<file path="src/rtl/core/bam_pkg.sv">
`timescale 1ns / 1ps
`default_nettype none
package bam_pkg;

   localparam int ASK_DEPTH = 64;
   localparam int ADDR_W    = $clog2(ASK_DEPTH);
   localparam int CNT_W     = $clog2(ASK_DEPTH + 1);
   localparam int ID_SHIFT  = 32;

   localparam logic [1:0] CMD_CLEAR = 2'd0;
   localparam logic [1:0] CMD_LOAD  = 2'd1;
   localparam logic [1:0] CMD_MATCH = 2'd2;

   localparam logic [1:0] STS_ACTIVE = 2'd0;
   localparam logic [1:0] STS_FILLED = 2'd1;

   localparam logic [15:0] TRADE_CAP_RESET = 16'hFFFF;

   typedef struct packed {
      logic [1:0]  command;
      logic [63:0] order_ref;
      logic [31:0] price;
      logic [31:0] quantity;
      logic [31:0] timestamp;
      logic [1:0]  status;
   } req_type;

   typedef struct packed {
      logic [63:0] fill_ref;
      logic [63:0] bid_ref;
      logic [63:0] ask_ref;
      logic [31:0] trade_price;
      logic [31:0] trade_quantity;
      logic [31:0] trade_time;
      logic [31:0] bid_remaining;
      logic        last_of_run;
   } rsp_type;

   typedef struct packed {
      logic [63:0] id;
      logic [31:0] price;
      logic [31:0] quantity;
      logic [31:0] stamp;
      logic [1:0]  status;
   } ask_entry_type;

   typedef struct packed {
      logic [63:0] id;
      logic [31:0] price;
      logic [31:0] quantity;
      logic [31:0] stamp;
   } bid_type;

   typedef struct packed {
      logic          hit;
      logic          bid_empty;
      ask_entry_type ask_next;
      rsp_type       trade;
   } eval_type;

endpackage
`default_nettype wire

</file>
<file path="src/rtl/core/bam_trade_unit.sv">
`timescale 1ns / 1ps
`default_nettype none
module bam_trade_unit
   import bam_pkg::*;
(
   input  wire bid_type       bid,
   input  wire ask_entry_type ask,
   output eval_type           result
);

   logic [31:0] tq;
   logic [31:0] ask_left;
   logic [31:0] bid_left;

   always_comb begin
      tq       = (bid.quantity < ask.quantity) ? bid.quantity : ask.quantity;
      ask_left = ask.quantity - tq;
      bid_left = bid.quantity - tq;

      result.hit = (ask.status == STS_ACTIVE) && (bid.price >= ask.price) && (tq != 32'd0);
      result.bid_empty = (bid_left == 32'd0);

      result.ask_next          = ask;
      result.ask_next.quantity = ask_left;
      if (ask_left == 32'd0) begin
         result.ask_next.status = STS_FILLED;
      end

      result.trade.fill_ref       = {bid.id[63-ID_SHIFT:0], {ID_SHIFT{1'b0}}} | ask.id;
      result.trade.bid_ref        = bid.id;
      result.trade.ask_ref        = ask.id;
      result.trade.trade_price    = ask.price;
      result.trade.trade_quantity = tq;
      result.trade.trade_time     = (bid.stamp > ask.stamp) ? bid.stamp : ask.stamp;
      result.trade.bid_remaining  = bid_left;
      result.trade.last_of_run    = 1'b0;
   end

endmodule
`default_nettype wire

</file>
<file path="config.mk">
export PLATFORM = sky130hd
export DESIGN_NAME = bam_trade_unit
export DESIGN_NICKNAME = d
export VERILOG_FILES = /design/src/rtl/core/bam_pkg.sv /design/src/rtl/core/bam_trade_unit.sv
export SDC_FILE = /design/constraint.sdc
export NUM_CORES = 1
export LEC_CHECK = 0
export BUFFER_PORTS_ARGS = -buffer_cell sky130_fd_sc_hd__clkbuf_2
export CAP_MARGIN = 25
export CORE_AREA = 2 2 314 316
export DETAILED_ROUTE_END_ITERATION = 16
export DIE_AREA = 0 0 316 318
export PLACE_DENSITY = 0.4
export SETUP_SLACK_MARGIN = 0.2
export SKIP_LAST_GASP = 1
export SLEW_MARGIN = 10
export SYNTH_ARGS = -nofsm -noshare
export SYNTH_HDL_FRONTEND = slang
export SYNTH_SLANG_ARGS = --single-unit
</file>
<file path="constraint.sdc">
create_clock -name vclk -period 19.2
set_clock_uncertainty 0.05 [all_clocks]
set_input_delay 1.92 -clock vclk [all_inputs]
set_output_delay 1.92 -clock vclk [all_outputs]
set_load 0.01 [all_outputs]
</file>
---- Word level (Yosys, flattened, before mapping) ----
Index checks and enable logic that the tools add are counted.
operators by class
  add/subtract/negate cells ............... 2
  magnitude comparators ................... 3
  muxes and demuxes ....................... 3
  bitwise logic cells ..................... 1
  reduce and logical (&&, ||, !) cells .... 6
operator list
  cell                                count
  logical NOT 32 bit                  2
  two-way mux 32 bit                  2
  bitwise OR 64 bit                   1
  subtractor 32 bit                   2
  greater-or-equal comparator 32 bit  1
  greater-than comparator 32 bit      1
  less-than comparator 32 bit         1
  nonzero test 32 bit                 1
  logical AND 1 bit                   2
  logical NOT 2 bit                   1
  two-way mux 2 bit                   1
word-level totals
  flip-flop bits (word level) ............. 0
  bits of input ports ..................... 322

---- Depth between registers and ports, before layout ----
  word-level depth ........................ 5
  depth in mapped cells ................... 29
  depth with buffers taken out ............ 23

---- Worst setup path after synthesis ----
No wires, ideal clock.
  path type ............................... input to output
  start ................................... input port ask[44] in the netlist's numbering
  end ..................................... output port result[483] in the netlist's numbering
  arrival time ............................ 8.094 ns
  required time ........................... 17.230 ns
  setup slack ............................. 9.136 ns
  cell stages on the path ................. 25
  path buffers ............................ 5
  cell sequence ........................... clkbuf_1 > inv_1 > ha_1 > nand4_1 > or3_4 > o32a_1 > a21oi_4 > nor2_1 > buf_2 > buf_1 > clkbuf_1 > clkbuf_1 > o21ai_0 > ha_1 > inv_1 > ha_1 > a311o_1 > o31ai_2 > o211ai_1 > a21o_1 > a32o_1 > or4_1 > or4_1 > nor4_1 > and4_1
RTL lines
  element          RTL line             source
  start, declared  bam_trade_unit.sv:7  input wire ask_entry_type ask,
  end, declared    bam_trade_unit.sv:8  output eval_type result

==> run metrics <==
status complete, no violations; RD Place Congestion just over 0.9; min-delay src bid[146]; Post-DRT Antenna Nets 0; std cell rows between 100 and 150; type of the tightest min-delay check in2out; Synthesis Warnings 0; Cells after Synth roughly 1600; Initial DRC Count 990; Yosys cell types between 90 and 100; # fillers around 11000; Top delay family on crit path simple AND/OR/NAND/NOR gates; Seq/Total Area, Yosys 0%; WL final around 86000 µm; final setup fails 0; routed length per instance ~27 µm; Die Wd roughly 320 µm; GRT Total Usage roughly 16%; CP startpoint kind input pin; Die H 318 µm; Clock buffer cells 0; cts-stage hold buffer count 0; port bufs between 600 and 700; met1 usage between 10% and 20%; Crit path largest cell delay around 0.76 ns; layout cells sized above 1 39.20%; slew margin rel. between 20% and 30%; arrival time at the worst endpoint around 9.2 ns; DR vias/cell approximately 4.1; min Tclk post-route around 11 ns; I/O Pins ~810; CP Max Fanout 29; required time of the critical path 17.23 ns; Slew Viols, Final 0; Top Usage Layer GRT met2; Crit. End Element output pin; syn_nets about 2100; worst hold endpoint result[243]; Placed Cells about 3200; unrepaired setup endpoints after global routing no; post-CTS repair timing setup buffer count 0; worst path cell trace clkbuf_2 -> inv_1 -> ha_1 -> a21oi_1 -> o21ai_0 -> a22oi_1 -> nand2_1 -> nor2_4 -> buf_4 -> mux2i_1 -> ha_1 -> o21ai_0 -> a21oi_1 -> nand2b_1 -> and3_1 -> o31a_1 -> nor3_2 -> xnor2_1 -> or4_1 -> nor4_1 -> nand4b_1 -> nor4_2 -> or2_1 -> clkbuf_2; total number of vias approximately 13000; hold path depth 0; CP Class in2out; post-CTS sizing 0; crit path buf inv count 4; syn avg cell area roughly 7 µm²; DIE AREA ~0.10 mm²; slowest CP cell nor4_2; vias in the first global route about 12000; initial antenna violation count 9; First-pass DRT Iterations 5; count of flip-flops and latches 0; final routed DRC violation total 0; DP HPWL 78490 µm; Final Non-Filler Cells 3173; Layout Nets around 2300; Core Footprint between 0.09 and 0.1 mm²; Initial Utilization 11.25%; GR Overflow Total 0; fmax 89.53 MHz; Hold Vio Cnt, Final 0; final period utilization slightly below 60%; Post-Synthesis Cell Area roughly 0.011 mm²; GR Util met3 roughly 5.8%; PwrDens a little under 50 mW/mm²; static leakage ~6.5 nW; setup TNS 0 ns; GR Layer Usage met2 between 20% and 30%; first-pass GRT wire length ~110000 µm; Register Area 0 µm²; Slew @ Worst Pin 1.123 ns; largest net degree at the start of global routing 60; Syn-to-layout area delta 21.06%; Max Cap Violations 0; maximum VDD drop 0.00002293 V
synthesized netlist by cell type, types with 5 or more instances:
library cell	number	area [µm²]
o22ai_1	7	43.79
nand2b_1	38	237.7
buf_1	5	18.77
clkbuf_1	23	86.33
xor2_1	16	140.1
nor4_1	18	112.6
o311ai_0	6	52.55
nor3_1	38	190.2
nand4_1	35	219.0
o21a_1	14	105.1
or2_2	38	237.7
nand2_1	112	420.4
a21o_1	33	247.7
buf_2	7	35.03
mux2_2	35	394.1
o21ai_1	5	25.02
nand3_1	20	100.1
and2_1	9	56.30
a311oi_1	6	52.55
a211o_1	5	43.79
and4_1	5	43.79
o2111ai_1	6	52.55
a21oi_1	100	500.5
a311o_1	5	50.05
o21ai_0	81	405.4
buf_4	322	2417
or4_1	7	52.55
nor2_1	87	326.6
inv_1	132	495.5
a211oi_1	20	150.1
o211ai_1	13	97.59
mux2i_1	15	150.1
nor2b_1	31	193.9
a31oi_1	18	112.6
o31ai_1	7	52.55
and3_1	11	68.82
ha_1	125	1564
o21bai_1	5	37.54
xnor2_1	39	341.6
or3_1	10	62.56
o31a_1	7	61.31
cells by family after synthesis:
family                     after synthesis  synth area share, %
AOI/OAI and AO/OA                      400                24.75
buffers and inverters                  492                28.16
muxes                                   50                4.965
and+or+nand+nor                        477                22.71
adders and majority gates              131                14.84
xor gates and xnor gates                56                4.543
other                                    1              0.03421
metrics by stage:
stage / cell area [µm²] / worst slack, ns / hold slack (ns) / utilization, % / power, mW
after CTS: 13260 / 7.850 / 3.790 / 13.62 / 0.6482
after global routing: 13270 / 7.500 / 3.790 / 13.62 / 0.6965
final: 13270 / 8.030 / 3.790 / 13.62 / 0.6470
after global placement: 13210 / 7.932 / 3.790 / 13.56 / 0.6485
after floorplan: 10960 / 9.136 / 3.860 / - / 0.3760
after detailed placement: 13260 / 7.864 / 3.790 / 13.62 / 0.6448
where the power goes:
group	leakage [nW]	total [mW]	switching, mW	internal (mW)
combinational	6.54	0.647	0.433	0.214
clock	0.00000634	0.00000000708	0	0.00000000707
sequential	0	0	0	0
total	6.54	0.647	0.433	0.214
placed cells by master, fill, tap and decap left out, types with 39 or more instances in the layout:
cell,synthesis,layout
xnor2_1,39,39
nor2_1,87,86
nand2_1,112,112
clkbuf_2,0,614
inv_1,132,132
o21ai_0,81,81
a21oi_1,100,99
ha_1,125,125
worst max path at each step:
stage / from / to / slack (ns) / cells past startpoint
2_1_floorplan: ask[44] / result[483] / 9.14 / 25
3_3_place_gp: ask[45] / result[321] / 7.93 / 25
3_5_place_dp: ask[51] / result[321] / 7.86 / 24
4_1_cts: ask[51] / result[321] / 7.85 / 24
5_1_grt: ask[51] / result[321] / 7.50 / 24
6_report: ask[51] / result[321] / 8.03 / 24
layout make-up:
| class | count | area, µm² | area share [%] |
|---|---|---|---|
| tap | 1287 | 1610 | 12.13 |
| inverter | 132 | 495.5 | 3.734 |
| antenna | 1 | 2.502 | 0.01886 |
| timing repair buffer | 638 | 3261 | 24.57 |
| multi-input combinational | 1115 | 7901 | 59.54 |
routing by layer:
metal  share of wire (%)  wire length [µm]  vias up
met5               0.016                14        -
met2                  47             40260      722
met3                  11              9071       56
li1                    -                 -     5958
met1                  41             35230     6116
met4                 2.1              1777        2
(Power assumes the default switching activity.)
